### src/hdl/mrx_pkg.sv
// ---------------------------------------------------------------------------
// mrx_pkg: shared types and codes for the MQTT receive packet parser
// Holds the parse phase and result kind encodings, the packet type codes and
// the item and result records passed between the parser and the top level.
// ---------------------------------------------------------------------------
package mrx_pkg;

    localparam int LEN_W = 28;

    // Parse phase of the receive stream
    typedef enum logic [2:0] {
        PH_TYPE,
        PH_LENGTH,
        PH_VARHDR,
        PH_TOPICLEN,
        PH_TOPIC,
        PH_PKTID,
        PH_PAYLOAD
    } phase_t;

    // Result kind codes as seen on the output port
    typedef enum logic [3:0] {
        K_NONE      = 4'd0,
        K_TOPIC     = 4'd1,
        K_READY     = 4'd2,
        K_PAYLOAD   = 4'd3,
        K_CONNACK   = 4'd4,
        K_ACK       = 4'd5,
        K_SUBACK    = 4'd6,
        K_PUBACK    = 4'd7,
        K_PUBREC    = 4'd8,
        K_PUBCOMP   = 4'd9,
        K_MALFORMED = 4'd10
    } kind_t;

    // Control packet type codes from the fixed header
    localparam logic [3:0] T_CONNACK  = 4'd2;
    localparam logic [3:0] T_PUBLISH  = 4'd3;
    localparam logic [3:0] T_PUBACK   = 4'd4;
    localparam logic [3:0] T_PUBREC   = 4'd5;
    localparam logic [3:0] T_PUBREL   = 4'd6;
    localparam logic [3:0] T_PUBCOMP  = 4'd7;
    localparam logic [3:0] T_SUBACK   = 4'd9;
    localparam logic [3:0] T_UNSUBACK = 4'd11;
    localparam logic [3:0] T_PINGRESP = 4'd13;

    // Required fixed header flags of PUBREL
    localparam logic [3:0] PUBREL_FLAGS = 4'h2;

    // Last remaining-length byte position before the length is malformed
    localparam logic [2:0] LEN_BYTES_MAX = 3'd4;

    typedef struct packed {
        logic        cmd;
        logic [7:0]  rx_byte;
        logic [15:0] awaited_packet_id;
        logic        publish_in_progress;
    } item_t;

    typedef struct packed {
        kind_t            kind;
        logic [7:0]       data_byte;
        logic [15:0]      packet_id;
        logic [LEN_W-1:0] payload_length;
        logic [1:0]       qos;
        logic             dup;
        logic             retain;
        logic [7:0]       return_code;
        logic             last;
    } result_t;

    // Results of one parse step: count is 0, 1 or 2
    typedef struct packed {
        logic [1:0] count;
        result_t    first;
        result_t    second;
    } step_res_t;

    function automatic result_t make_result(
        input kind_t            k,
        input logic [7:0]       data,
        input logic [15:0]      pid,
        input logic [LEN_W-1:0] plen,
        input logic [1:0]       q,
        input logic             du,
        input logic             re,
        input logic [7:0]       rc
    );
        result_t r;
        r.kind           = k;
        r.data_byte      = data;
        r.packet_id      = pid;
        r.payload_length = plen;
        r.qos            = q;
        r.dup            = du;
        r.retain         = re;
        r.return_code    = rc;
        r.last           = 1'b0;
        return r;
    endfunction

endpackage

### src/hdl/mqtt_rx_packet_parser_top.sv
// ---------------------------------------------------------------------------
// mqtt_rx_packet_parser_top: client-side MQTT receive packet parser
// Takes one received stream byte (or a link-lost command) per input transfer
// and delivers the decoded results: topic and payload bytes, message ready,
// CONNACK and SUBACK codes, matched acknowledgements, reply requests and
// malformed-packet reports.
//
// Input channel: in_valid / in_stall with cmd, rx_byte, awaited_packet_id and
// publish_in_progress. Output channel: out_valid / out_stall with one result
// per transfer; last marks the final result caused by one input item.
// An item is held in an input register and parsed from there; once it
// advances, its results are registered in a two-entry output buffer, whose
// head drives out_valid and the result fields.
// One byte is taken every cycle while the receiver keeps up. Items that give
// two results (last topic byte of a QoS 0 publish, packet id or last payload
// byte with a reply) take two buffer entries and can hold the input until
// the buffer drains. Items with no result use no output slot.
// When the receiver stalls, results wait in the output buffer and in_stall
// rises while the buffer has no room for the held item's results.
// Reset clears the parser to packet start and empties the buffer.
// ---------------------------------------------------------------------------
module mqtt_rx_packet_parser_top (
    input  logic        clk,
    input  logic        rst_n,
    input  logic        in_valid,
    output logic        in_stall,
    input  logic        cmd,
    input  logic [7:0]  rx_byte,
    input  logic [15:0] awaited_packet_id,
    input  logic        publish_in_progress,
    output logic        out_valid,
    input  logic        out_stall,
    output logic [3:0]  kind,
    output logic [7:0]  data_byte,
    output logic [15:0] packet_id,
    output logic [27:0] payload_length,
    output logic [1:0]  qos,
    output logic        dup,
    output logic        retain,
    output logic [7:0]  return_code,
    output logic        last
);
    import mrx_pkg::*;

    item_t      item_reg;
    logic       item_valid_reg, item_valid_next;
    result_t    slot0_reg, slot0_next;
    result_t    slot1_reg, slot1_next;
    logic [1:0] cnt_reg, cnt_next;
    step_res_t  step_res;
    logic       in_xfer;
    logic       pop;
    logic [1:0] keep;
    logic       advance;

    mrx_parse u_parse (
        .clk      (clk),
        .rst_n    (rst_n),
        .item     (item_reg),
        .step     (advance),
        .step_res (step_res)
    );

    // Handshake and buffer space
    always_comb
    begin
        pop      = (cnt_reg != 2'd0) && !out_stall;
        keep     = cnt_reg - {1'b0, pop};
        advance  = item_valid_reg && (({1'b0, keep} + {1'b0, step_res.count}) <= 3'd2);
        in_stall = item_valid_reg && !advance;
        in_xfer  = in_valid && !in_stall;
        item_valid_next = in_xfer ? 1'b1 : (advance ? 1'b0 : item_valid_reg);
    end

    // Output buffer: shift out the head, append the step's results
    always_comb
    begin
        slot0_next = pop ? slot1_reg : slot0_reg;
        slot1_next = slot1_reg;
        cnt_next   = keep;
        if (advance)
        begin
            case (keep)
                2'd0:
                begin
                    slot0_next = step_res.first;
                    slot1_next = step_res.second;
                end
                2'd1:
                begin
                    slot1_next = step_res.first;
                end
                default: ;
            endcase
            cnt_next = keep + step_res.count;
        end
    end

    // Control registers
    always_ff @(posedge clk or negedge rst_n)
    begin
        if (!rst_n)
        begin
            item_valid_reg <= 1'b0;
            cnt_reg        <= '0;
        end
        else
        begin
            item_valid_reg <= item_valid_next;
            cnt_reg        <= cnt_next;
        end
    end

    // Payload registers: input item and result slots
    always_ff @(posedge clk)
    begin
        if (in_xfer)
        begin
            item_reg.cmd                 <= cmd;
            item_reg.rx_byte             <= rx_byte;
            item_reg.awaited_packet_id   <= awaited_packet_id;
            item_reg.publish_in_progress <= publish_in_progress;
        end
        slot0_reg <= slot0_next;
        slot1_reg <= slot1_next;
    end

    // Drive the output channel from the buffer head
    assign out_valid      = (cnt_reg != 2'd0);
    assign kind           = slot0_reg.kind;
    assign data_byte      = slot0_reg.data_byte;
    assign packet_id      = slot0_reg.packet_id;
    assign payload_length = slot0_reg.payload_length;
    assign qos            = slot0_reg.qos;
    assign dup            = slot0_reg.dup;
    assign retain         = slot0_reg.retain;
    assign return_code    = slot0_reg.return_code;
    assign last           = slot0_reg.last;

    // A delivered result always carries a real kind
    a_kind_valid: assert property (@(posedge clk) disable iff (!rst_n)
        out_valid |-> (kind != K_NONE))
        else $error("result delivered with no kind");

    // The companion of a non-final result is already buffered
    a_pair_kept: assert property (@(posedge clk) disable iff (!rst_n)
        (out_valid && !out_stall && !last) |=> out_valid)
        else $error("second result of an item missing");

    // An item only waits while the buffer holds results
    a_stall_cause: assert property (@(posedge clk) disable iff (!rst_n)
        (item_valid_reg && !advance) |-> (cnt_reg != 2'd0))
        else $error("item held with an empty output buffer");

endmodule

### src/hdl/mrx_parse.sv
// ---------------------------------------------------------------------------
// mrx_parse: packet parse state and per-byte result logic
// Holds the parser state. From the registered item and the current state it
// forms up to two results in one pass; the state advances when step is high.
// ---------------------------------------------------------------------------
module mrx_parse (
    input  logic               clk,
    input  logic               rst_n,
    input  mrx_pkg::item_t     item,
    input  logic               step,
    output mrx_pkg::step_res_t step_res
);
    import mrx_pkg::*;

    phase_t           phase_reg,      phase_next;
    logic [3:0]       ptype_reg,      ptype_next;
    logic [3:0]       flags_reg,      flags_next;
    logic [LEN_W-1:0] rem_reg,        rem_next;
    logic [2:0]       lbc_reg,        lbc_next;
    logic [7:0]       hb_reg [3];
    logic [7:0]       hb_next [3];
    logic [1:0]       hbi_reg,        hbi_next;
    logic [15:0]      tlen_reg,       tlen_next;
    logic [15:0]      tseen_reg,      tseen_next;
    logic [1:0]       mqos_reg,       mqos_next;
    logic [1:0]       mflags_reg,     mflags_next;
    logic [15:0]      mpid_reg,       mpid_next;

    logic [7:0]       b;
    logic             hb_wr_en;
    logic [1:0]       hb_wr_idx;
    logic [15:0]      id_w;
    logic [1:0]       hbi_inc;
    logic [2:0]       lbc_inc;
    logic [15:0]      tseen_inc;
    logic [LEN_W-1:0] len_part;
    logic [LEN_W-1:0] len_acc;
    logic [LEN_W-1:0] topic_need;
    logic [LEN_W-1:0] rem_dec;
    logic             reply_en;
    kind_t            reply_kind;
    result_t          res_a;
    result_t          res_b;
    logic [1:0]       res_n;

    function automatic logic header_bad(
        input logic [3:0]       t,
        input logic [3:0]       f,
        input logic [LEN_W-1:0] len
    );
        logic bad;
        case (t)
            T_CONNACK, T_PUBACK, T_PUBREC, T_PUBCOMP, T_UNSUBACK:
                bad = (f != 4'd0) || (len != LEN_W'(2));
            T_PUBLISH:
                bad = (f[2:1] == 2'b11);
            T_PUBREL:
                bad = (f != PUBREL_FLAGS) || (len != LEN_W'(2));
            T_SUBACK:
                bad = (f != 4'd0) || (len != LEN_W'(3));
            T_PINGRESP:
                bad = (f != 4'd0) || (len != '0);
            default:
                bad = 1'b1;
        endcase
        return bad;
    endfunction

    // Write-through view of the header byte store and shared increments
    always_comb
    begin
        b         = item.rx_byte;
        hb_wr_en  = !item.cmd && (((phase_reg == PH_VARHDR) && (hbi_reg != 2'd3))
                    || (phase_reg == PH_TOPICLEN) || (phase_reg == PH_PKTID));
        hb_wr_idx = (phase_reg == PH_VARHDR) ? hbi_reg : {1'b0, hbi_reg[0]};
        for (int i = 0; i < 3; i++)
        begin
            hb_next[i] = (hb_wr_en && (hb_wr_idx == 2'(i))) ? b : hb_reg[i];
        end
        id_w      = {hb_next[0], hb_next[1]};
        hbi_inc   = hbi_reg + 2'd1;
        lbc_inc   = lbc_reg + 3'd1;
        tseen_inc = tseen_reg + 16'd1;

        // Place the seven length bits of this byte at their group
        case (lbc_reg[1:0])
            2'd0:    len_part = LEN_W'(b[6:0]);
            2'd1:    len_part = LEN_W'(b[6:0]) << 7;
            2'd2:    len_part = LEN_W'(b[6:0]) << 14;
            default: len_part = LEN_W'(b[6:0]) << 21;
        endcase
        len_acc    = rem_reg | len_part;
        topic_need = LEN_W'(id_w) + LEN_W'(2) + ((mqos_reg != 2'd0) ? LEN_W'(2) : '0);
        rem_dec    = (rem_reg != '0) ? rem_reg - LEN_W'(1) : '0;

        reply_en   = (mqos_reg == 2'd1) || (mqos_reg == 2'd2);
        reply_kind = (mqos_reg == 2'd1) ? K_PUBACK : K_PUBREC;
    end

    // Next state and results of one step
    always_comb
    begin
        phase_next  = phase_reg;
        ptype_next  = ptype_reg;
        flags_next  = flags_reg;
        rem_next    = rem_reg;
        lbc_next    = lbc_reg;
        hbi_next    = hbi_reg;
        tlen_next   = tlen_reg;
        tseen_next  = tseen_reg;
        mqos_next   = mqos_reg;
        mflags_next = mflags_reg;
        mpid_next   = mpid_reg;
        res_a       = make_result(K_NONE, '0, '0, '0, '0, 1'b0, 1'b0, '0);
        res_b       = res_a;
        res_n       = 2'd0;

        if (item.cmd)
        begin
            // Link lost: drop back to packet start
            phase_next = PH_TYPE;
        end
        else
        begin
            case (phase_reg)
                PH_TYPE:
                begin
                    ptype_next = b[7:4];
                    flags_next = b[3:0];
                    rem_next   = '0;
                    lbc_next   = '0;
                    phase_next = PH_LENGTH;
                end

                PH_LENGTH:
                begin
                    rem_next = len_acc;
                    lbc_next = lbc_inc;
                    if (b[7])
                    begin
                        if (lbc_inc >= LEN_BYTES_MAX)
                        begin
                            phase_next = PH_TYPE;
                            res_a      = make_result(K_MALFORMED, '0, '0, '0, '0,
                                                     1'b0, 1'b0, '0);
                            res_n      = 2'd1;
                        end
                    end
                    else if (header_bad(ptype_reg, flags_reg, len_acc))
                    begin
                        phase_next = PH_TYPE;
                        res_a      = make_result(K_MALFORMED, '0, '0, '0, '0,
                                                 1'b0, 1'b0, '0);
                        res_n      = 2'd1;
                    end
                    else
                    begin
                        hbi_next = '0;
                        if (ptype_reg == T_PUBLISH)
                        begin
                            mqos_next   = flags_reg[2:1];
                            mflags_next = {flags_reg[3], flags_reg[0]};
                            phase_next  = PH_TOPICLEN;
                        end
                        else if (len_acc == '0)
                        begin
                            phase_next = PH_TYPE;
                        end
                        else
                        begin
                            phase_next = PH_VARHDR;
                        end
                    end
                end

                PH_VARHDR:
                begin
                    hbi_next = hbi_inc;
                    if (LEN_W'(hbi_inc) == rem_reg)
                    begin
                        phase_next = PH_TYPE;
                        case (ptype_reg)
                            T_CONNACK:
                            begin
                                res_a = make_result(K_CONNACK, '0, '0, '0, '0,
                                                    1'b0, 1'b0, hb_next[1]);
                                res_n = 2'd1;
                            end
                            T_PUBACK, T_PUBREC, T_PUBCOMP, T_UNSUBACK:
                            begin
                                if (id_w == item.awaited_packet_id)
                                begin
                                    res_a = make_result(K_ACK, '0, id_w, '0, '0,
                                                        1'b0, 1'b0, '0);
                                    res_n = 2'd1;
                                end
                            end
                            T_PUBREL:
                            begin
                                if (!item.publish_in_progress)
                                begin
                                    res_a = make_result(K_PUBCOMP, '0, id_w, '0, '0,
                                                        1'b0, 1'b0, '0);
                                    res_n = 2'd1;
                                end
                            end
                            T_SUBACK:
                            begin
                                if (id_w == item.awaited_packet_id)
                                begin
                                    res_a = make_result(K_SUBACK, '0, id_w, '0, '0,
                                                        1'b0, 1'b0, hb_next[2]);
                                    res_n = 2'd1;
                                end
                            end
                            default: ;
                        endcase
                    end
                end

                PH_TOPICLEN:
                begin
                    hbi_next = hbi_inc;
                    if (hbi_inc >= 2'd2)
                    begin
                        tlen_next = id_w;
                        if ((id_w == 16'd0) || (rem_reg < topic_need))
                        begin
                            phase_next = PH_TYPE;
                            res_a      = make_result(K_MALFORMED, '0, '0, '0, '0,
                                                     1'b0, 1'b0, '0);
                            res_n      = 2'd1;
                        end
                        else
                        begin
                            rem_next   = rem_reg - LEN_W'(2);
                            tseen_next = '0;
                            hbi_next   = '0;
                            phase_next = PH_TOPIC;
                        end
                    end
                end

                PH_TOPIC:
                begin
                    res_a      = make_result(K_TOPIC, b, '0, '0, '0, 1'b0, 1'b0, '0);
                    res_n      = 2'd1;
                    tseen_next = tseen_inc;
                    if (tseen_inc == tlen_reg)
                    begin
                        rem_next = rem_reg - LEN_W'(tlen_reg);
                        if (mqos_reg != 2'd0)
                        begin
                            hbi_next   = '0;
                            phase_next = PH_PKTID;
                        end
                        else
                        begin
                            res_b      = make_result(K_READY, '0, '0,
                                                     rem_reg - LEN_W'(tlen_reg), mqos_reg,
                                                     mflags_reg[1], mflags_reg[0], '0);
                            res_n      = 2'd2;
                            phase_next = (rem_reg != LEN_W'(tlen_reg)) ? PH_PAYLOAD
                                                                        : PH_TYPE;
                        end
                    end
                end

                PH_PKTID:
                begin
                    hbi_next = hbi_inc;
                    if (hbi_inc >= 2'd2)
                    begin
                        rem_next  = rem_reg - LEN_W'(2);
                        mpid_next = id_w;
                        res_a     = make_result(K_READY, '0, id_w, rem_reg - LEN_W'(2),
                                                mqos_reg, mflags_reg[1], mflags_reg[0], '0);
                        res_n     = 2'd1;
                        if (rem_reg == LEN_W'(2))
                        begin
                            if (reply_en)
                            begin
                                res_b = make_result(reply_kind, '0, id_w, '0, '0,
                                                    1'b0, 1'b0, '0);
                                res_n = 2'd2;
                            end
                            phase_next = PH_TYPE;
                        end
                        else
                        begin
                            phase_next = PH_PAYLOAD;
                        end
                    end
                end

                PH_PAYLOAD:
                begin
                    res_a    = make_result(K_PAYLOAD, b, '0, '0, '0, 1'b0, 1'b0, '0);
                    res_n    = 2'd1;
                    rem_next = rem_dec;
                    if (rem_dec == '0)
                    begin
                        if (reply_en)
                        begin
                            res_b = make_result(reply_kind, '0, mpid_reg, '0, '0,
                                                1'b0, 1'b0, '0);
                            res_n = 2'd2;
                        end
                        phase_next = PH_TYPE;
                    end
                end

                default:
                begin
                    phase_next = PH_TYPE;
                end
            endcase
        end

        // Mark the final result of the step
        if (res_n == 2'd1)
        begin
            res_a.last = 1'b1;
        end
        else if (res_n == 2'd2)
        begin
            res_b.last = 1'b1;
        end

        step_res.count  = res_n;
        step_res.first  = res_a;
        step_res.second = res_b;
    end

    // Parser state, advanced once per stepped item
    always_ff @(posedge clk or negedge rst_n)
    begin
        if (!rst_n)
        begin
            phase_reg  <= PH_TYPE;
            ptype_reg  <= '0;
            flags_reg  <= '0;
            rem_reg    <= '0;
            lbc_reg    <= '0;
            hbi_reg    <= '0;
            tlen_reg   <= '0;
            tseen_reg  <= '0;
            mqos_reg   <= '0;
            mflags_reg <= '0;
            mpid_reg   <= '0;
        end
        else if (step)
        begin
            phase_reg  <= phase_next;
            ptype_reg  <= ptype_next;
            flags_reg  <= flags_next;
            rem_reg    <= rem_next;
            lbc_reg    <= lbc_next;
            hbi_reg    <= hbi_next;
            tlen_reg   <= tlen_next;
            tseen_reg  <= tseen_next;
            mqos_reg   <= mqos_next;
            mflags_reg <= mflags_next;
            mpid_reg   <= mpid_next;
        end
    end

    // Header byte store: written before read, no reset
    always_ff @(posedge clk)
    begin
        if (step)
        begin
            for (int i = 0; i < 3; i++)
            begin
                hb_reg[i] <= hb_next[i];
            end
        end
    end

endmodule
### config.mk
export PLATFORM = sky130hd
export DESIGN_NAME = mqtt_rx_packet_parser_top
export DESIGN_NICKNAME = d
export VERILOG_FILES = /design/src/hdl/mrx_pkg.sv /design/src/hdl/mqtt_rx_packet_parser_top.sv /design/src/hdl/mrx_parse.sv
export SDC_FILE = /design/constraint.sdc
export NUM_CORES = 1
export LEC_CHECK = 0
export ABC_CLOCK_PERIOD_IN_PS = 18300
export BUFFER_PORTS_ARGS = -buffer_cell sky130_fd_sc_hd__buf_2
export CORE_MARGIN = 2
export CORE_UTILIZATION = 60
export DETAILED_ROUTE_END_ITERATION = 6
export PLACE_DENSITY = 0.79
export SETUP_SLACK_MARGIN = 0.05
export SLEW_MARGIN = 5
export SYNTH_ARGS = -nofsm -noshare
export SYNTH_HDL_FRONTEND = slang
export SYNTH_SLANG_ARGS = --single-unit
### constraint.sdc
create_clock -name clk -period 18.3 [get_ports clk]
set_input_delay 0.915 -clock clk [delete_from_list [all_inputs] [get_ports clk]]
set_output_delay 0.915 -clock clk [all_outputs]
set_load 0.1 [all_outputs]
## Yosys cells after proc, flatten, opt, wreduce, memory -nomap -nowiden

Memories as Yosys holds them, arrays and structs flattened.
Index checks and enable logic that the tools add are counted.

| word-level totals | value |
|---|---|
| word-level logic and storage cells | 250 |
| memory bits (writable) | 24 |
| ROM bits | 0 |
| bits in latches | 0 |
| register bits | 263 |
| memories kept | 1 |
| output and inout bits | 71 |
| input bits | 30 |

Memory list:

| memory | words | bits a word | read ports | clocked after Yosys merged registers in | wr ports | RTL line | source |
|---|---|---|---|---|---|---|---|
| u_parse.hb_reg | 3 | 8 | 3 | 0 | 3 | mrx_parse.sv:20 | `logic [7:0] hb_reg [3];` |

| cells by class | value |
|---|---|
| div/mod/pow operators | 0 |
| multiplexer cells | 95 |
| shift operators | 0 |
| order comparisons | 4 |
| bitwise logic cells | 4 |
| equal/unequal tests | 47 |
| reduce and logical (&&, ||, !) cells | 53 |
| $add $sub $neg | 11 |
| multiply operators | 0 |

Operator list:

| cell | count |
|---|---|
| two-way mux 69 bit | 18 |
| one-hot mux 69 bit (6 select lines) | 1 |
| one-hot mux 69 bit (4 select lines) | 1 |
| one-hot mux 69 bit (3 select lines) | 1 |
| one-hot mux 28 bit (6 select lines) | 1 |
| two-way mux 28 bit | 5 |
| one-hot mux 69 bit (2 select lines) | 1 |
| two-way mux 68 bit | 2 |
| two-way mux 67 bit | 2 |
| one-hot mux 28 bit (3 select lines) | 1 |
| zero test 28 bit | 2 |
| != test 28 x 2 -> 1 bit (second input constant) | 2 |
| nonzero test 28 bit | 2 |
| two-way mux 3 bit | 14 |
| two-way mux 2 bit | 20 |
| equality test 16 bit | 2 |
| two-way mux 16 bit | 2 |
| one-hot mux 16 bit (2 select lines) | 1 |
| adder 28 bit | 1 |
| equality test 2 x 28 -> 1 bit | 1 |
| equality test 28 x 2 -> 1 bit (second input constant) | 1 |
| < comparator 28 bit | 1 |
| != test 28 x 16 -> 1 bit | 1 |
| OR 28 bit | 1 |
| other kinds (55) | 130 |

## Logic depth before layout (Yosys ltp)

Gate-level depths: netlist of run 1.

| logic depth | value |
|---|---|
| depth in word-level cells | 23 |
| gate-level depth with buffers | 38 |

## Hierarchy

A second synthesis of run 1 with hierarchy kept.

| unflattened totals | value |
|---|---|
| cell total of the unflattened synthesis | 2019 |
| area total of the unflattened synthesis | 19225.9 um2 |

By module, submodules not included:

| module | cells each | instances | area each (um2) |
|---|---|---|---|
| mrx_parse | 1600 | 1 | 12268.0 |
| mqtt_rx_packet_parser_top | 419 | 1 | 6957.9 |

## Worst setup path before layout of run 1

Ideal clock, no wire load.

| timing path | value |
|---|---|
| kind | reg2reg |
| start point | reg u_parse.hbi_reg[1] |
| end point | reg slot0_reg, in the netlist payload_length[9] |
| buffers on the path | 4 |
| setup time | 135 ps |
| slack | 7607 ps |
| arrival time | 10558 ps |
| cell stages (with the launch flop) | 36 |
| cell sequence | dfrtp_1 -> ha_1 -> or4b_4 -> o22ai_4 -> buf_6 -> buf_4 -> mux2i_1 -> inv_1 -> ha_1 -> clkbuf_1 -> inv_1 -> mux4_2 -> nor3_1 -> o211ai_1 -> or4_4 -> a21oi_1 -> xnor2_1 -> ha_1 -> a21o_1 -> a21o_1 -> a21o_1 -> a21oi_1 -> a32oi_1 -> o32ai_1 -> o31ai_1 -> inv_1 -> ha_1 -> inv_1 -> fa_1 -> o21ai_0 -> nor2_1 -> and2_1 -> nand2_1 -> clkbuf_1 -> nor2_1 -> a31oi_1 |

RTL lines:

| item | RTL line | source |
|---|---|---|
| start, declared | mrx_parse.sv:22 | `logic [1:0] hbi_reg, hbi_next;` |
| start signal, assigned | mrx_parse.sv:359 | `hbi_reg <= hbi_next;` |
| end signal, assigned | mqtt_rx_packet_parser_top.sv:124 | `slot0_reg <= slot0_next;` |
| end, declared | mqtt_rx_packet_parser_top.sv:47 | `result_t slot0_reg, slot0_next;` |

==> run_results.csv, run 1 <==
group,metric,value,unit
status,status,"completed",
placement,dp.cells,2452,
final_layout,stdcell_count,2510,
routing,firstDrtPassIters,6,
timing,max_freq,0.0900,GHz
die,die_w,179,um
timing,slew_headroom,0.216,
clock_network,cts_tree,"yes",
synthesis,yosysWarnings,0,
routing,vias_per_cell,6.92,
critical_path,endpoint_kind,"primary output",
final_layout,largest_reg_flops,69,
placement,gp_congestion,1.00,
global_route,grt_max_degree,71,
clock_network,cts.sinks,287,
clock_network,insertion_delay,0.61,ns
critical_path,path_delay_family,"compound AO/OA/AOI/OAI gates",
timing,min_period,11.11,ns
synthesis,async_flop_share,0.345,
synthesis,synth_area,18400,um^2
placement,hpwl,45100,um
die,die_h,179,um
critical_path,cp-start-kind,"flop",
clock_network,path_clk_slew,0.07,ns
synthesis,syn_inst,2063,
clock_network,cts_hold_buffers,0,
critical_path,crit_buf_inv,6,
synthesis,avgSynthCellArea,8.94,um^2
routing,drc,0,
final_layout,diodes,0,
routing,drt_iter0_drc,2455,
clock_network,cts_max_level,1,
routing,detail_route.wl_per_cell,25.4,um
timing,period_share,0.607,
timing,fin_skew,0.0291,ns
clock_network,post_cts_resized,0,
routing,vias,17400,
synthesis,ys_ff_latch,287,
timing,drv_slew,0,
die,io_pins,101,
final_layout,area_growth,9.49,%
die,core_area,30400,um^2
synthesis,synth_edf_count,119,
final_layout,drive_gt1_frac,0.113,
synthesis,synth_nets,2149,
clock_network,cts_root_buf,"clkbuf_16",
clock_network,cts_buffer_depth,3,
synthesis,synth_flop_cell,"edfxtp_1",
global_route,antenna_found_initial,1,
timing,setup_tns,0,ns
global_route,grt_pass1_wl,95900,um
die,rows,64,
clock_network,cts_buffers,31,
run,drv_cap,0,
final_layout,fill_cells,2549,
timing,whs,0.393,ns
synthesis,seq_area_frac_synth,0.403,
global_route,grt_pass1_vias,16200,
critical_path,path_common_cell,"inv_1",
routing,ant_nets,0,
routing,wirelength,63800,um
timing,rsz0062_at_grt,"false",
timing,hold_viol,0,
timing,tightest_slew,1.18,ns
die,initial_core_util,0.606,
die,die-area,32200,um^2
critical_path,cp.required,17.39,ns
critical_path,crit_type,"reg -> out",
final_layout,layout_commonest_cell,"nand2_1",
critical_path,cpPeakStageDelay,0.71,ns
critical_path,cpMaxStageDelayCell,"or4b_4",
final_layout,final_net_count,2175,
critical_path,critPathArrivalTime,10.19,ns
hold_path,min_path_type,"in -> async",
global_route,gr-total-overflow,0,
clock_network,postCtsSetupBuffers,0,
critical_path,worst-path-max-fanout,25,
final_layout,layout_common_cells,"197 x nand2_1, 162 x o21ai_0, 154 x nor2_1, 119 x edfxtp_1, 105 x a21oi_1",
global_route,grt_usage,0.391,
synthesis,ys_types,96,
timing,setup_viol,0,
placement,io_buffers,100,
[routing by layer]
| metal | GRT usage | share of wire |
|---|---|---|
| met1 | 0.550 | 0.41 |
| met4 | 0.133 | 0.038 |
| met2 | 0.599 | 0.44 |
| met3 | 0.0850 | 0.11 |
| met5 | 0 | 0.00020 |
[cell type report]
class,instances,area [um^2],share of cell area
multi-input combinational,1546,10100,0.501
sequential,287,7430,0.368
clock buffer,42,857,0.0424
timing repair buffer,131,736,0.0364
tap,396,495,0.0245
inverter,92,347,0.0172
clock inverter,16,214,0.0106
[cell families (layout without fill, tap and decap cells)]
| kind of cell | after synthesis | in the layout | share of synthesized area |
|---|---|---|---|
| other | 1 | 1 | 0.000203 |
| muxes | 111 | 111 | 0.0623 |
| xor gates and xnor gates | 98 | 98 | 0.0465 |
| AOI/OAI and AO/OA | 586 | 586 | 0.206 |
| DFF | 287 | 287 | 0.403 |
| adders and majority gates | 56 | 56 | 0.0388 |
| and+or+nand+nor | 694 | 694 | 0.193 |
| buffers and inverters | 230 | 281 | 0.0503 |
[path summary, 6_finish.rpt]
| kind | from | endpoint | slack, ns | depth (start not counted) |
|---|---|---|---|---|
| setup / recovery | u_parse.phase_reg[2] | in_stall | 7.19 | 28 |
| hold / removal | rst_n | u_parse.mpid_reg[6] | 0.39 | 1 |
| setup reg to reg | u_parse.phase_reg[2] | data_byte[7] | 7.58 | 31 |
| hold reg to reg | payload_length[9] | payload_length[9] | 0.48 | 2 |
| max in group asynchronous | rst_n | u_parse.mqos_reg[1] | 16.65 | 2 |
| min in group clk | payload_length[9] | payload_length[9] | 0.48 | 2 |
[cell usage after synthesis, drive strengths merged (13+ instances only)]
library cell    n  area share
a221oi         14      0.0066
nor4           30       0.014
a211oi         14      0.0057
a21boi         13      0.0053
clkbuf        107       0.022
a21o           17      0.0069
mux2i          93       0.051
o22ai          79       0.028
dfrtp          99        0.13
nor3           47       0.013
o21ai         163       0.044
nand4          28       0.011
a31oi          20      0.0068
o2bb2ai        22       0.010
nor2b          17      0.0058
and3           24      0.0081
and2           21      0.0071
edfxtp        119        0.19
ha             54       0.037
or3            18      0.0064
or4            17      0.0073
a21oi         105       0.028
nand2b         27      0.0092
o31ai          18      0.0073
nand2         197       0.040
buf            31      0.0098
mux2           17       0.010
dfxtp          69       0.075
nand3          66       0.018
nor2          157       0.032
xnor2          69       0.033
inv            92       0.019
xor2           29       0.014
[worst register-to-register path, delay by kind of cell (launching register included)]
family          cells  cell delay, ns
simple gates       10            3.36
buf+inv             5            0.93
compound gates     10            3.27
flops               1            0.69
mux                 2            1.00
fa+ha+maj           4            1.30
[through the flow]
stage               worst slack (ns)  area, um^2  utilization
floorplan                       7.61       18400            -
global placement                8.19       19100        0.629
detailed placement              7.91       19100        0.629
CTS                             7.40       20200        0.664
global route                    6.65       20200        0.664
finish                          7.19       20200        0.664
Power of run 1 is not shown: default switching activity piles up to over one toggle a cycle in this logic, so the estimate is an artifact.
==> inputs of run 2 (changes only) <==
--- a/config.mk
+++ b/config.mk
@@ -5,12 +5,12 @@
 export SDC_FILE = /design/constraint.sdc
 export NUM_CORES = 1
 export LEC_CHECK = 0
-export ABC_CLOCK_PERIOD_IN_PS = 18300
+export ABC_CLOCK_PERIOD_IN_PS = 9800
 export BUFFER_PORTS_ARGS = -buffer_cell sky130_fd_sc_hd__buf_2
 export CORE_MARGIN = 2
-export CORE_UTILIZATION = 60
+export CORE_UTILIZATION = 56
 export DETAILED_ROUTE_END_ITERATION = 6
-export PLACE_DENSITY = 0.79
+export PLACE_DENSITY = 0.77
 export SETUP_SLACK_MARGIN = 0.05
 export SLEW_MARGIN = 5
 export SYNTH_ARGS = -nofsm -noshare
==> constraint.sdc (replaced) <==
create_clock -name clk -period 9.8 [get_ports clk]
set_input_delay 0.49 -clock clk [delete_from_list [all_inputs] [get_ports clk]]
set_output_delay 0.49 -clock clk [all_outputs]
set_load 0.1 [all_outputs]
==> run 2 against run 1 <==
Compared with the run above: via count down 0.73%; worst setup slack worse by 6.6 ns; utilization down 3.5 points; register-to-register slack worse by 6.9 ns; first-iteration DRC count up 0.16%.
==> run_results.csv, run 2 (same netlist as run 1, synthesis figures left out) <==
group,metric,value,unit
timing,slew_headroom,0.146,
timing,setup_viol,0,
final_layout,layout_commonest_cell,"nand2_1",
die,die-area,34400,um^2
clock_network,path_clk_slew,0.06,ns
timing,drv_slew,0,
status,status,"completed",
placement,io_buffers,100,
routing,vias,17200,
die,core_area,32500,um^2
critical_path,cpPeakStageDelay,0.57,ns
timing,rsz0062_at_grt,"false",
global_route,antenna_found_initial,1,
clock_network,cts_buffers,31,
clock_network,cts_root_buf,"clkbuf_16",
final_layout,layout_common_cells,"196 x nand2_1, 162 x o21ai_0, 154 x nor2_1, 119 x edfxtp_1, 105 x a21oi_1",
critical_path,endpoint_kind,"primary output",
timing,hold_viol,0,
global_route,grt_pass1_wl,94900,um
critical_path,cpMaxStageDelayCell,"or4_4",
placement,gp_congestion,1.03,
clock_network,cts_tree,"yes",
routing,drc,0,
final_layout,diodes,0,
clock_network,cts_max_level,1,
die,initial_core_util,0.568,
critical_path,worst-path-max-fanout,12,
die,die_h,186,um
routing,wirelength,62400,um
run,drv_cap,0,
critical_path,path_common_cell,"inv_1",
placement,hpwl,44300,um
timing,min_period,9.24,ns
routing,firstDrtPassIters,7,
final_layout,drive_gt1_frac,0.117,
critical_path,cp.required,9.31,ns
final_layout,largest_reg_flops,69,
final_layout,fill_cells,2804,
die,die_w,186,um
clock_network,cts_buffer_depth,3,
final_layout,register_area,7430,um^2
global_route,gr-total-overflow,0,
routing,ant_nets,0,
routing,vias_per_cell,6.72,
global_route,grt_usage,0.358,
die,io_pins,101,
timing,tightest_slew,1.28,ns
timing,period_share,0.943,
critical_path,critPathArrivalTime,8.75,ns
final_layout,final_net_count,2185,
global_route,grt_max_degree,71,
routing,drt_iter0_drc,2459,
final_layout,area_growth,10.5,%
timing,setup_tns,0,ns
clock_network,postCtsSetupBuffers,0,
die,rows,66,
critical_path,cp-start-kind,"flop",
hold_path,min_path_type,"in -> reg",
clock_network,cts.sinks,287,
timing,fin_skew,0.0201,ns
clock_network,insertion_delay,0.60,ns
final_layout,multi_input_area,10100,um^2
timing,whs,0.0627,ns
global_route,grt_pass1_vias,16200,
critical_path,crit_type,"reg -> out",
timing,max_freq,0.108,GHz
routing,detail_route.wl_per_cell,24.3,um
run 2: changes by cell type in the layout (fill, tap and decap cells not counted):
cell,previous run,this run
inv_6,1,4
buf_4,32,41
dlygate4sd3_1,0,1
clkinv_4,1,2
buf_12,0,1
buf_2,99,98
clkbuf_8,4,3
bufinv_16,4,6
clkinv_2,4,3
nand2_1,197,196
nor3_4,1,0
nand2_2,0,1
nor3_2,1,2
clkinvlp_4,5,1
run 2: through the flow:
stage,setup WS [ns],cell area (um^2),std cells,utilization
global route,0.0690,20400,2566,0.628
detailed placement,0.762,19300,2507,0.594
floorplan,0.400,18500,2063,-
finish,0.556,20400,2566,0.628
CTS,0.649,20400,2566,0.628
global placement,1.10,19300,2507,0.594
run 2: worst paths after layout:
kind,endpoint,slack [ns],start,cells after the start
max in group asynchronous,u_parse.rem_reg[24],8.00,rst_n,3
worst max-delay path,in_stall,0.56,u_parse.hbi_reg[0],30
worst min-delay path,item_reg[23],0.06,rx_byte[6],1
worst min register to register,payload_length[9],0.47,payload_length[9],2
worst max register to register,slot1_reg[48],0.66,u_parse.hbi_reg[0],31
min in group asynchronous,u_parse.mpid_reg[10],0.46,rst_n,2
run 2: worst max-delay path, delay by kind of cell (launching register included):
kind	cells	cell delay, ns
compound gates	9	2.29
simple gates	7	2.16
fa+ha+maj	5	1.55
buf+inv	7	0.99
mux	2	0.61
flops	1	0.51
run 2: layout make-up:
class,count,share of cell area
well taps,442,0.0271
flip-flops and latches,287,0.364
clock inverters,17,0.0134
multi-input cells,1546,0.496
inverters,92,0.0170
repair buffers,141,0.0406
clock buffers,41,0.0414
run 2: layer usage:
metal / wire length, um / vias to the layer above / GRT usage
li1: - / 7734 / -
met1: 26100 / 8274 / 0.502
met2: 27500 / 1034 / 0.550
met3: 6390 / 199 / 0.0722
met4: 2420 / 2 / 0.131
met5: 12 / - / 0
run 2: what timing repair did:
action | CTS | global route
endpoints found under the setup margin | 0 | 2
resized for setup | 0 | 1
hold buffers | 1 | 0
hold endpoints to repair | 41 | 0
Power of run 2 is left out for the same reason.
